`config.mk`:
```
export PLATFORM = sky130hd
export DESIGN_NAME = held_note_set_with_sustain_core_flat
export DESIGN_NICKNAME = d
export VERILOG_FILES = /design/src/rtl/core/hns_pkg.sv /design/src/rtl/core/hns_if.sv /design/src/rtl/core/hns_cell.sv /design/src/rtl/core/held_note_set_with_sustain_core.sv /design/src/flat_wrapper.sv
export SDC_FILE = /design/constraint.sdc
export NUM_CORES = 1
export LEC_CHECK = 0
export ABC_AREA = 1
export BUFFER_PORTS_ARGS = -buffer_cell sky130_fd_sc_hd__buf_2
export CORE_MARGIN = 5
export CORE_UTILIZATION = 25
export CTS_CLUSTER_SIZE = 10
export DETAILED_ROUTE_END_ITERATION = 6
export GPL_TIMING_DRIVEN = 0
export MAX_ROUTING_LAYER = met4
export SETUP_SLACK_MARGIN = 0.05
export SLEW_MARGIN = 40
export SYNTH_ARGS = -nofsm -noshare
export SYNTH_HDL_FRONTEND = slang
export SYNTH_SLANG_ARGS = --single-unit
```
`constraint.sdc`:
```
create_clock -name clk -period 4.32 [get_ports clk]
set_clock_uncertainty 0.1 [all_clocks]
set_input_delay 0.864 -clock clk [delete_from_list [all_inputs] [get_ports clk]]
set_output_delay 0.864 -clock clk [all_outputs]
set_load 0.05 [all_outputs]
```
`src/rtl/core/hns_pkg.sv`:
```
// Shared types and constants for the held note set with sustain core.
// Holds the cell command codes, the control state enum and the neighbor struct.
// No dependencies.
package hns_pkg;

	localparam int MAX_HELD_DEF = 16;
	localparam int NOTE_W = 7;
	localparam int KIND_W = 2;
	localparam int SPLIT_W = 8;
	localparam int COUNT_OUT_W = 5;
	localparam logic [SPLIT_W-1:0] SPLIT_RESET = 8'd128;

	localparam logic [KIND_W-1:0] KIND_NOTE_ON = 2'd0;
	localparam logic [KIND_W-1:0] KIND_NOTE_OFF = 2'd1;
	localparam logic [KIND_W-1:0] KIND_PEDAL = 2'd2;

	typedef enum logic [2:0] {
		OP_HOLD,
		OP_INS,
		OP_CLR,
		OP_MARK,
		OP_DEL,
		OP_CMP
	} cell_op_t;

	typedef enum logic [1:0] {
		ST_IDLE,
		ST_COMPACT,
		ST_REPORT
	} state_t;

	typedef struct packed {
		logic [NOTE_W-1:0] note;
		logic mark;
		logic occ;
	} nbr_t;

endpackage

```
`src/rtl/core/hns_if.sv`:
```
// Handshake channel interfaces for the held note set with sustain core.
// Depends on hns_pkg for field widths.
interface hns_ev_if;
	logic valid;
	logic ready;
	logic [hns_pkg::KIND_W-1:0] kind;
	logic [hns_pkg::NOTE_W-1:0] note;
	logic pedal_down;

	modport source (output valid, kind, note, pedal_down, input ready);
	modport sink (input valid, kind, note, pedal_down, output ready);
endinterface

interface hns_res_if;
	logic valid;
	logic ready;
	logic [hns_pkg::COUNT_OUT_W-1:0] held_count;
	logic [hns_pkg::NOTE_W-1:0] lowest_note;
	logic [hns_pkg::NOTE_W-1:0] highest_note;
	logic set_changed;

	modport source (output valid, held_count, lowest_note, highest_note, set_changed,
		input ready);
	modport sink (input valid, held_count, lowest_note, highest_note, set_changed,
		output ready);
endinterface

interface hns_cfg_if;
	logic valid;
	logic ready;
	logic [hns_pkg::SPLIT_W-1:0] split_point;

	modport source (output valid, split_point, input ready);
	modport sink (input valid, split_point, output ready);
endinterface

```
`src/rtl/core/hns_cell.sv`:
```
// One cell of the ordered held-note chain: a note, its release mark and the
// local rules for insert, remove and compaction. Depends on hns_pkg.
module hns_cell #(
	parameter bit First = 1'b0
) (
	input  logic                            clk,
	input  logic                            arst_n,
	input  hns_pkg::cell_op_t               op,
	input  logic [hns_pkg::NOTE_W-1:0]      cmd_note,
	input  logic                            occ,
	input  hns_pkg::nbr_t                   left,
	input  hns_pkg::nbr_t                   right,
	input  logic                            kill_in,
	output hns_pkg::nbr_t                   self,
	output logic                            kill_out,
	output logic                            hit
);

	logic [hns_pkg::NOTE_W-1:0] note_q, note_d;
	logic mark_q, mark_d;
	logic lt_left, after_p, at_p, del_shift;

	assign self = '{note: note_q, mark: mark_q, occ: occ};
	assign hit = occ && (note_q == cmd_note);
	// first marked cell at or left of here: shift during compaction
	assign kill_out = kill_in | (occ & mark_q);

	assign lt_left = First ? 1'b1 : (left.occ && (left.note < cmd_note));
	assign after_p = left.occ && (left.note > cmd_note);
	assign at_p = lt_left && (!occ || (note_q > cmd_note));
	assign del_shift = occ && (note_q >= cmd_note);

	always_comb begin
		note_d = note_q;
		mark_d = mark_q;
		case (op)
			hns_pkg::OP_INS: begin
				if (after_p) begin
					note_d = left.note;
					mark_d = left.mark;
				end else if (at_p) begin
					note_d = cmd_note;
					mark_d = 1'b0;
				end
			end
			hns_pkg::OP_CLR: begin
				if (hit) mark_d = 1'b0;
			end
			hns_pkg::OP_MARK: begin
				if (hit) mark_d = 1'b1;
			end
			hns_pkg::OP_DEL: begin
				if (del_shift) begin
					note_d = right.note;
					mark_d = right.mark & right.occ;
				end
			end
			hns_pkg::OP_CMP: begin
				if (kill_out) begin
					note_d = right.note;
					mark_d = right.mark & right.occ;
				end
			end
			default: begin
				note_d = note_q;
				mark_d = mark_q;
			end
		endcase
	end

	always_ff @(posedge clk) begin
		note_q <= note_d;
	end

	always_ff @(posedge clk or negedge arst_n) begin
		if (!arst_n) begin
			mark_q <= 1'b0;
		end else begin
			mark_q <= mark_d;
		end
	end

endmodule

```
`src/rtl/core/held_note_set_with_sustain_core.sv`:
```
// Held note set with sustain: top level with the cell chain and control.
// Depends on hns_pkg, hns_if (channel interfaces) and hns_cell.
//
// Usage: keyboard events (note on, note off, pedal change) arrive as requests
// on src; each produces exactly one result on dst with the held count, the
// lowest and highest held notes and whether the held set changed. The user
// must write the split point register through cfg only while no event is in
// flight; the block itself does not enforce it. A note event or a pedal press
// is applied to every cell as it is accepted, and its result is registered in
// the report state. A pedal lift removes one marked note per cycle through
// the chain's compaction and, once no mark is left, moves to the report state.
// One event is in the core at a time; the next event is accepted once the core
// is back in idle after the previous result has been registered, as long as
// the output register is free or being drained.
// Reset empties the set, clears all marks, lifts the pedal and sets the split
// point to 128; no clearing pass is needed. If dst stalls, the result holds
// in the output register and src is held off until it is taken.
module held_note_set_with_sustain_core #(
	parameter int MaxHeld = hns_pkg::MAX_HELD_DEF
) (
	input  logic         clk,
	input  logic         arst_n,
	hns_ev_if.sink       src,
	hns_res_if.source    dst,
	hns_cfg_if.sink      cfg
);

	localparam int CW = $clog2(MaxHeld + 1);
	localparam int IW = (MaxHeld > 1) ? $clog2(MaxHeld) : 1;

	hns_pkg::state_t state_q, state_d;
	hns_pkg::cell_op_t op, in_op;

	logic [hns_pkg::SPLIT_W-1:0] split_q;
	logic [CW-1:0] count_q;
	logic pedal_q;
	logic changed_q;
	logic out_valid_q;
	logic [hns_pkg::COUNT_OUT_W-1:0] out_count_q;
	logic [hns_pkg::NOTE_W-1:0] out_low_q, out_high_q;
	logic out_changed_q;

	hns_pkg::nbr_t cell_s [MaxHeld];
	logic [MaxHeld:0] kill;
	logic [MaxHeld-1:0] hits;
	logic any_hit, any_mark, full, lower, is_lift, accept, load_out, in_ready;
	logic [IW-1:0] last_idx;

	assign kill[0] = 1'b0;
	assign any_hit = |hits;
	assign any_mark = kill[MaxHeld];
	assign full = (count_q == CW'(MaxHeld));
	assign lower = ({1'b0, src.note} < split_q);
	assign is_lift = (src.kind == hns_pkg::KIND_PEDAL) && pedal_q && !src.pedal_down;
	assign accept = src.valid && in_ready;
	assign src.ready = in_ready;
	assign cfg.ready = 1'b1;
	assign last_idx = IW'(count_q - CW'(1));

	genvar gi;
	generate
		for (gi = 0; gi < MaxHeld; gi++) begin : g_cell
			hns_pkg::nbr_t left_n, right_n;
			logic occ;

			assign occ = (count_q > CW'(gi));
			if (gi == 0) begin : g_first
				assign left_n = '0;
			end else begin : g_mid
				assign left_n = cell_s[gi-1];
			end
			if (gi == MaxHeld - 1) begin : g_last
				assign right_n = '0;
			end else begin : g_inner
				assign right_n = cell_s[gi+1];
			end

			hns_cell #(
				.First(gi == 0)
			) u_cell (
				.clk      (clk),
				.arst_n   (arst_n),
				.op       (op),
				.cmd_note (src.note),
				.occ      (occ),
				.left     (left_n),
				.right    (right_n),
				.kill_in  (kill[gi]),
				.self     (cell_s[gi]),
				.kill_out (kill[gi+1]),
				.hit      (hits[gi])
			);
		end
	endgenerate

	// decode the request into a cell command
	always_comb begin
		in_op = hns_pkg::OP_HOLD;
		case (src.kind)
			hns_pkg::KIND_NOTE_ON: begin
				if (lower) begin
					if (any_hit) in_op = hns_pkg::OP_CLR;
					else if (!full) in_op = hns_pkg::OP_INS;
				end
			end
			hns_pkg::KIND_NOTE_OFF: begin
				if (any_hit) in_op = pedal_q ? hns_pkg::OP_MARK : hns_pkg::OP_DEL;
			end
			default: in_op = hns_pkg::OP_HOLD;
		endcase
	end

	always_comb begin
		state_d = state_q;
		unique case (state_q)
			hns_pkg::ST_IDLE: begin
				if (accept) state_d = is_lift ? hns_pkg::ST_COMPACT : hns_pkg::ST_REPORT;
			end
			hns_pkg::ST_COMPACT: begin
				if (!any_mark) state_d = hns_pkg::ST_REPORT;
			end
			hns_pkg::ST_REPORT: state_d = hns_pkg::ST_IDLE;
			default: state_d = hns_pkg::ST_IDLE;
		endcase
	end

	always_comb begin
		in_ready = 1'b0;
		op = hns_pkg::OP_HOLD;
		load_out = 1'b0;
		unique case (state_q)
			hns_pkg::ST_IDLE: begin
				in_ready = !out_valid_q || dst.ready;
				if (in_ready && src.valid) op = in_op;
			end
			hns_pkg::ST_COMPACT: begin
				if (any_mark) op = hns_pkg::OP_CMP;
			end
			hns_pkg::ST_REPORT: load_out = 1'b1;
			default: op = hns_pkg::OP_HOLD;
		endcase
	end

	always_ff @(posedge clk or negedge arst_n) begin
		if (!arst_n) begin
			state_q <= hns_pkg::ST_IDLE;
			split_q <= hns_pkg::SPLIT_RESET;
			count_q <= '0;
			pedal_q <= 1'b0;
			changed_q <= 1'b0;
			out_valid_q <= 1'b0;
		end else begin
			state_q <= state_d;
			if (cfg.valid) split_q <= cfg.split_point;
			if (op == hns_pkg::OP_INS) begin
				count_q <= count_q + CW'(1);
			end else if (op == hns_pkg::OP_DEL || op == hns_pkg::OP_CMP) begin
				count_q <= count_q - CW'(1);
			end
			if (accept) begin
				changed_q <= (in_op == hns_pkg::OP_INS) || (in_op == hns_pkg::OP_DEL);
				if (src.kind == hns_pkg::KIND_PEDAL) pedal_q <= src.pedal_down;
			end else if (op == hns_pkg::OP_CMP) begin
				changed_q <= 1'b1;
			end
			if (load_out) begin
				out_valid_q <= 1'b1;
			end else if (dst.ready) begin
				out_valid_q <= 1'b0;
			end
		end
	end

	always_ff @(posedge clk) begin
		if (load_out) begin
			out_count_q <= hns_pkg::COUNT_OUT_W'(count_q);
			out_low_q <= (count_q != '0) ? cell_s[0].note : '0;
			out_high_q <= (count_q != '0) ? cell_s[last_idx].note : '0;
			out_changed_q <= changed_q;
		end
	end

	assign dst.valid = out_valid_q;
	assign dst.held_count = out_count_q;
	assign dst.lowest_note = out_low_q;
	assign dst.highest_note = out_high_q;
	assign dst.set_changed = out_changed_q;

endmodule

```
`src/flat_wrapper.sv`:
```
// flat-port wrapper written by rule: the top's interface ports become plain ports
module held_note_set_with_sustain_core_flat 
#(
	parameter int MaxHeld = hns_pkg::MAX_HELD_DEF
)
  (clk, arst_n, src_valid, src_kind, src_note, src_pedal_down, src_ready, dst_valid, dst_held_count, dst_lowest_note, dst_highest_note, dst_set_changed, dst_ready, cfg_valid, cfg_split_point, cfg_ready);
  hns_ev_if src_i ();
  hns_res_if dst_i ();
  hns_cfg_if cfg_i ();
  input  logic clk;
  input  logic arst_n;
  input wire logic [$bits(src_i.valid)-1:0] src_valid;
  input wire logic [$bits(src_i.kind)-1:0] src_kind;
  input wire logic [$bits(src_i.note)-1:0] src_note;
  input wire logic [$bits(src_i.pedal_down)-1:0] src_pedal_down;
  output wire logic [$bits(src_i.ready)-1:0] src_ready;
  output wire logic [$bits(dst_i.valid)-1:0] dst_valid;
  output wire logic [$bits(dst_i.held_count)-1:0] dst_held_count;
  output wire logic [$bits(dst_i.lowest_note)-1:0] dst_lowest_note;
  output wire logic [$bits(dst_i.highest_note)-1:0] dst_highest_note;
  output wire logic [$bits(dst_i.set_changed)-1:0] dst_set_changed;
  input wire logic [$bits(dst_i.ready)-1:0] dst_ready;
  input wire logic [$bits(cfg_i.valid)-1:0] cfg_valid;
  input wire logic [$bits(cfg_i.split_point)-1:0] cfg_split_point;
  output wire logic [$bits(cfg_i.ready)-1:0] cfg_ready;
  assign src_i.valid = src_valid;
  assign src_i.kind = src_kind;
  assign src_i.note = src_note;
  assign src_i.pedal_down = src_pedal_down;
  assign src_ready = src_i.ready;
  assign dst_valid = dst_i.valid;
  assign dst_held_count = dst_i.held_count;
  assign dst_lowest_note = dst_i.lowest_note;
  assign dst_highest_note = dst_i.highest_note;
  assign dst_set_changed = dst_i.set_changed;
  assign dst_i.ready = dst_ready;
  assign cfg_i.valid = cfg_valid;
  assign cfg_i.split_point = cfg_split_point;
  assign cfg_ready = cfg_i.ready;
  held_note_set_with_sustain_core #(.MaxHeld(MaxHeld)) u_core (.clk(clk), .arst_n(arst_n), .src(src_i), .dst(dst_i), .cfg(cfg_i));
endmodule
```
==> results.ini, run 1 <==
[routing]
wl_per_cell_um = 21.37
dr.pass1.iters = 7
drc = 1
drt_iter0_drc = 1779
routed_via_density = 5.492
finalWirelength_um = 54550
via_count = 14020
drtAntennaViolNets = 0

[timing]
max_freq_ghz = 0.2399
rsz0062_at_grt = no
drv_slew = 0
finalHoldViolCount = 0
fin_ws_ps = 151.1
min_period_ps = 4169
holdWs_ps = 274.6
final.period_utilization_pct = 96.50
slew_headroom_pct = 41.22
setup_viol = 0
worst_pin_slew_ps = 881.8

[power]
p_seq_share_pct = 27.0
static-leakage-power_nw = 6.690
p_sw_share_pct = 50.48
power_density_nw_per_um2 = 527.9
p_switching_mw = 4.171
pwr-share-clk_pct = 18.7
irDropWorstVdd_mv = 0.3081
combPwrFrac_pct = 54.3
power.internal_mw = 4.092

[synth]
ys_seq_area_share_pct = 35.76
syn_area_per_cell_um2 = 7.600
synth_edf_count = 132
syn-cell-area_um2 = 13470
synth_cell_types = 49
ys.flop_type = edfxtp_1
yosysWarningCount = 0
synth_nets = 1918
ys_seq_elements = 166
syn_inst = 1772
async_flop_share_pct = 20.48

[final_layout]
final_cells = 2553
fillCellCount = 5739
final_common_cell = nand2_1
num-nets-final = 1991
area_growth_pct = 16.22
mostFrequentLayoutCells = nand2_1, inv_1, o21ai_0
drive_above_1_share_pct = 11.31
n_antenna_cell = 0

[global_routing]
grt-ovfl-total = 0
grt_pass1_vias = 13110
grt_pass1_wl_um = 80810
grt_usage_pct = 18.35
antenna_found_initial = 0
grt_max_degree = 35

[clock_tree]
cts_tree = done
htree_num_levels = 4
clk_latency_ps = 460
clkTransAtPathRegs_ps = 70
numCtsBuffers = 17
cts.path.max_buffers = 2
cts.sinks = 166
cts_root_buffer = clkbuf_16
ctsHoldBuffers = 0

[worst_setup_path]
endpoint_kind = flip-flop
r2r_setup_slack_ps = 280
r2r_start = u_core.count_q[0]$_DFFE_PN0N_
cp.arrival_ps = 4240
rr_worst_depth = 16
worst_ep_required_time_ps = 4400
start_kind = input port
critPathMaxFanout = 24
r2r-end = u_core.g_cell[8].u_cell.note_q[0]$_DFFE_PP_
path_class = in -> reg

[floorplanning]
io_pins = 46
coreArea_um2 = 53600
die_w_um = 242.1
die_h_um = 242.1
start_util_pct = 25.13
die_area_um2 = 58610
num_rows = 85

[placed_design]
hpwl_um = 39970
dpl_worst_slack_ps = -1742
globalplace.congestion = 0.9676
portBuffers = 44
placed_cells = 2513

[status]
status = finished with violations
failed_checks = DRC

[min_path]
holdCritPathClass = in -> async

[run]
cap_violations = 0

registers in the layout, indices dropped and copies added (netlist names):
signal,flops
u_core.state_q,2
u_core.g_cell.u_cell.mark_q,16
u_core.g_cell.u_cell.note_q,112
u_core.pedal_q,1
u_core.dst.highest_note,7
u_core.split_q,8
u_core.dst.set_changed,1
u_core.count_q,5
u_core.dst.held_count,5
u_core.dst.valid,1
u_core.changed_q,1
u_core.dst.lowest_note,7
cell usage after synthesis, types with 33 or more instances:
library cell | number | share of area (%)
nor2_1 | 118 | 3.3
edfxtp_1 | 132 | 29
nand2_1 | 355 | 9.9
inv_1 | 196 | 5.5
a21oi_1 | 131 | 4.9
o21ai_0 | 172 | 6.4
o21ai_1 | 80 | 3.0
nand3_1 | 112 | 4.2
clkbuf_1 | 49 | 1.4
dfrtp_1 | 33 | 6.1
ha_1 | 123 | 11
nand4_1 | 35 | 1.6
o211ai_1 | 95 | 5.3
worst max-delay path by stage:
stage	start	end
3_5_place_dp	src_note[2]	u_core.g_cell[2].u_cell.note_q[2]$_DFFE_PP_
5_1_grt	src_note[3]	u_core.g_cell[0].u_cell.note_q[5]$_DFFE_PP_
2_1_floorplan	src_note[6]	u_core.g_cell[0].u_cell.note_q[0]$_DFFE_PP_
3_3_place_gp	src_note[2]	u_core.g_cell[7].u_cell.note_q[2]$_DFFE_PP_
4_1_cts	u_core.count_q[0]$_DFFE_PN0N_	u_core.g_cell[8].u_cell.note_q[1]$_DFFE_PP_
6_report	src_note[3]	u_core.g_cell[3].u_cell.note_q[1]$_DFFE_PP_
cells by family (layout without fill, tap and decap cells):
family / count (synthesis) / in the layout / share of synthesized area (%)
AND/OR/NAND/NOR: 676 / 676 / 22.18
buffers and inverters: 296 / 381 / 9.179
AO/OA/AOI/OAI: 505 / 505 / 21.11
XOR/XNOR: 5 / 5 / 0.3251
other: 1 / 1 / 0.02784
flip-flops: 166 / 166 / 35.76
adder cells (fa/ha/maj): 123 / 123 / 11.43
layer usage:
layer	part of all wire (%)	GRT usage (%)	vias to the layer above
li1	-	-	6350
met1	42	24.12	6686
met2	44	27.66	824
met3	10	4.358	160
met4	4.1	6.714	0
met5	0	-	-
what timing repair did:
item,CTS,global route
setup endpoints to repair,246,142
resized for setup,48,29
pin swaps,4,3
setup buffers,4,6
final cells by class:
class | instances | area, µm² | share of cell area [%]
plain buffers | 80 | 509.2 | 3.253
clock buffers | 17 | 425.4 | 2.718
clock inverters | 14 | 125.1 | 0.7994
inverters | 215 | 947.2 | 6.051
multi-input cells | 1310 | 7596 | 48.53
flip-flops and latches | 166 | 4816 | 30.77
well taps | 696 | 870.8 | 5.564
repair buffers | 55 | 362.8 | 2.318
critical path, stage by stage:
cell and delay [ps]:
buf_2 100, clkbuf_8 280, clkinv_16 180, ha_1 350, nand2_1 70, nor2_1 40
nand3_1 190, nor2_4 70, nor2_1 160, nand3_1 190, nor2_4 220, nand2_2 110
nand3_1 100, nand2_1 90, nand2_4 150, nand4_4 150, nand2_4 190, inv_4 130
buf_12 190, nor3_4 220, buf_12 140
metrics by stage:
step / area [µm²] / setup TNS [ps] / utilization [%] / total power, mW
detailed placement: 14640 / -318240 / 27.31 / 6.484
finish: 15650 / 0 / 29.20 / 8.263
global placement: 14570 / -496170 / 27.18 / 6.391
global route: 15650 / 0 / 29.20 / 8.666
CTS: 15530 / 0 / 28.97 / 8.061
floorplan: 13480 / 0 / - / 4.996
power by group through the flow:
stage	Combinational [mW]	Sequential [mW]	Clock [mW]
2_1_floorplan	2.54	2.46	0
3_3_place_gp	4.13	2.26	0
3_5_place_dp	4.22	2.26	0
4_1_cts	4.29	2.23	1.54
5_1_grt	4.80	2.25	1.61
6_report	4.49	2.23	1.55
Power figures use the tool's default switching activity.
==> run 2, diff against run 1 <==
- CORE_MARGIN: 5 -> default
- GPL_TIMING_DRIVEN: 0 -> default
- PLACE_DENSITY_LB_ADDON: default -> 0.1
==> run 2 against run 1 <==
Compared with the run above: the run still ends with DRC left; count of clock-buffer cells in the layout grew 1; cell area up 1.8%; die area down 6.5%; non-clock buffer count grew 33; cell count increased by 1.0%; worst setup slack improved by 240 ps; highest routed layer unchanged.
==> results.ini, run 2 (synthesis gave the netlist of run 1 again) <==
[worst_setup_path]
crit_path_max_incr_delay_ps = 570
start_kind = flip-flop
cp_slowest_cell = dfrtp_1
r2r_start = u_core.count_q[1]$_DFFE_PN0N_
critPathMaxFanout = 14
path_cells = ha_1, inv_1, nor2_1, nand2_1, nand3_1, nand2_2, nor2_4, nand3_2, nor2_2, nand4_1, nor2_2, nand3_2, nand2_4, buf_4, o21ai_0, nor3_2, buf_4
path_class = reg -> reg
endpoint_kind = flip-flop
worst_ep_required_time_ps = 4430
cp-startpoint = u_core.count_q[1]$_DFFE_PN0N_
cp.arrival_ps = 4030

[power]
irDropWorstVdd_mv = 0.4670
static-leakage-power_nw = 7.054
power_density_nw_per_um2 = 526.9

[floorplanning]
start_util_pct = 25.48
die_h_um = 234.1
die_area_um2 = 54800
die_w_um = 234.1
coreArea_um2 = 52870
io_pins = 46
num_rows = 84

[routing]
finalWirelength_um = 56960
routed_via_density = 5.073
wl_per_cell_um = 22.08
drt_iter0_drc = 1137
via_count = 13080
dr.pass1.iters = 7
drc = 4
drtAntennaViolNets = 0

[timing]
drv_slew = 0
finalHoldViolCount = 0
max_freq_ghz = 0.2546
worst_pin_slew_ps = 873.8
rsz0062_at_grt = no
final.period_utilization_pct = 90.91
slew_headroom_pct = 41.68
tns_ps = 0
setup_viol = 0
min_period_ps = 3927

[placed_design]
globalplace.congestion = 0.8713
placed_cell_area_um2 = 15300
hpwl_um = 42050
portBuffers = 44

[final_layout]
multiInputGateArea_um2 = 7428
fillCellCount = 5769
n_antenna_cell = 0
drive_above_1_share_pct = 14.01
regMostFlops = u_core.g_cell.u_cell.note_q
final_common_cell = nand2_1
largestRegisters = u_core.g_cell.u_cell.note_q x112, u_core.g_cell.u_cell.mark_q x16, u_core.split_q x8
largest_reg_flops = 112
finish.utilization_pct = 30.14
final-seq-area_um2 = 4817
stdcell_area_um2 = 15930
mostFrequentLayoutCells = nand2_1, inv_1, o21ai_0
area_growth_pct = 18.29
num-nets-final = 2024

[min_path]
holdCritPathClass = in -> async

[global_routing]
antenna_found_initial = 0
grt-ovfl-total = 0
grt_usage_pct = 22.13
grt_pass1_wl_um = 84510
grt_max_degree = 87
grt_pass1_vias = 12910

[clock_tree]
postCtsSetupRepairBufs = 0
cts_tree = done
cts.path.max_buffers = 2
postCtsResizedCells = 0
cts_root_buffer = clkbuf_16
clkTransAtPathRegs_ps = 80
htree_num_levels = 4
cts.sinks = 166
clk_latency_ps = 510
ctsHoldBuffers = 0
numCtsBuffers = 17

[status]
failed_checks = DRC
status = finished with violations

[run]
cap_violations = 0

## run 2: cell types whose count changed in the layout (fill, tap and decap cells not counted), moves of 8 or more
cell      delta
nor2_4       -8
buf_4       +97
clkbuf_1    -37
buf_2       -14
buf_12      +12
buf_6       -12
nor2_1      +12
nor3_4       -8
## run 2: final timing paths
kind	endpoint	slack, ps	cells past startpoint
max reg2reg	u_core.g_cell[12].u_cell.note_q[4]$_DFFE_PP_	390	17
min reg2reg	u_core.g_cell[13].u_cell.mark_q$_DFFE_PN0P_	380	2
min	u_core.g_cell[7].u_cell.mark_q$_DFFE_PN0P_	240	1
max	u_core.g_cell[12].u_cell.note_q[4]$_DFFE_PP_	390	17
max in group asynchronous	u_core.count_q[0]$_DFFE_PN0N_	3500	1
min in group clk	u_core.g_cell[13].u_cell.mark_q$_DFFE_PN0P_	380	2
## run 2: layout make-up
class | count | share of cell area [%]
flip-flops and latches | 166 | 30.24
repair buffers | 168 | 8.655
clock buffers | 18 | 2.694
multi-input cells | 1310 | 46.63
inverters | 215 | 5.144
well taps | 688 | 5.403
clock inverters | 14 | 1.241
## run 2: per-layer routing
| layer | up-vias | track usage [%] | part of all wire, % |
|---|---|---|---|
| li1 | 6399 | - | - |
| met1 | 6240 | 28.58 | 46 |
| met2 | 360 | 34.39 | 46 |
| met3 | 85 | 3.016 | 4.6 |
| met4 | 0 | 9.659 | 3.7 |
| met5 | - | - | 0 |
## run 2: power by group
part	internal (mW)	total (mW)	switching, mW
Combinational	1.25	4.35	3.10
Clock	0.971	1.75	0.774
Sequential	2.09	2.29	0.204
## run 2: metrics by stage
step / setup WS, ps / cells / hold WS (ps) / total power [mW]
3_3_place_gp: -98.09 / 2547 / 360.8 / 6.685
4_1_cts: 314.4 / 2579 / 227.9 / 8.429
2_1_floorplan: 117.9 / 1772 / 325.7 / 4.996
6_report: 392.9 / 2579 / 238.0 / 8.394
3_5_place_dp: -91.77 / 2547 / 363.7 / 6.662
5_1_grt: 58.76 / 2579 / 256.6 / 8.950
## run 2: critical path: cells and delay by family (launching register included)
family          cells  cell delay (ps)
simple gates       12             1930
buf+inv             3              590
flops               1              570
fa+ha+maj           1              240
compound gates      1              180
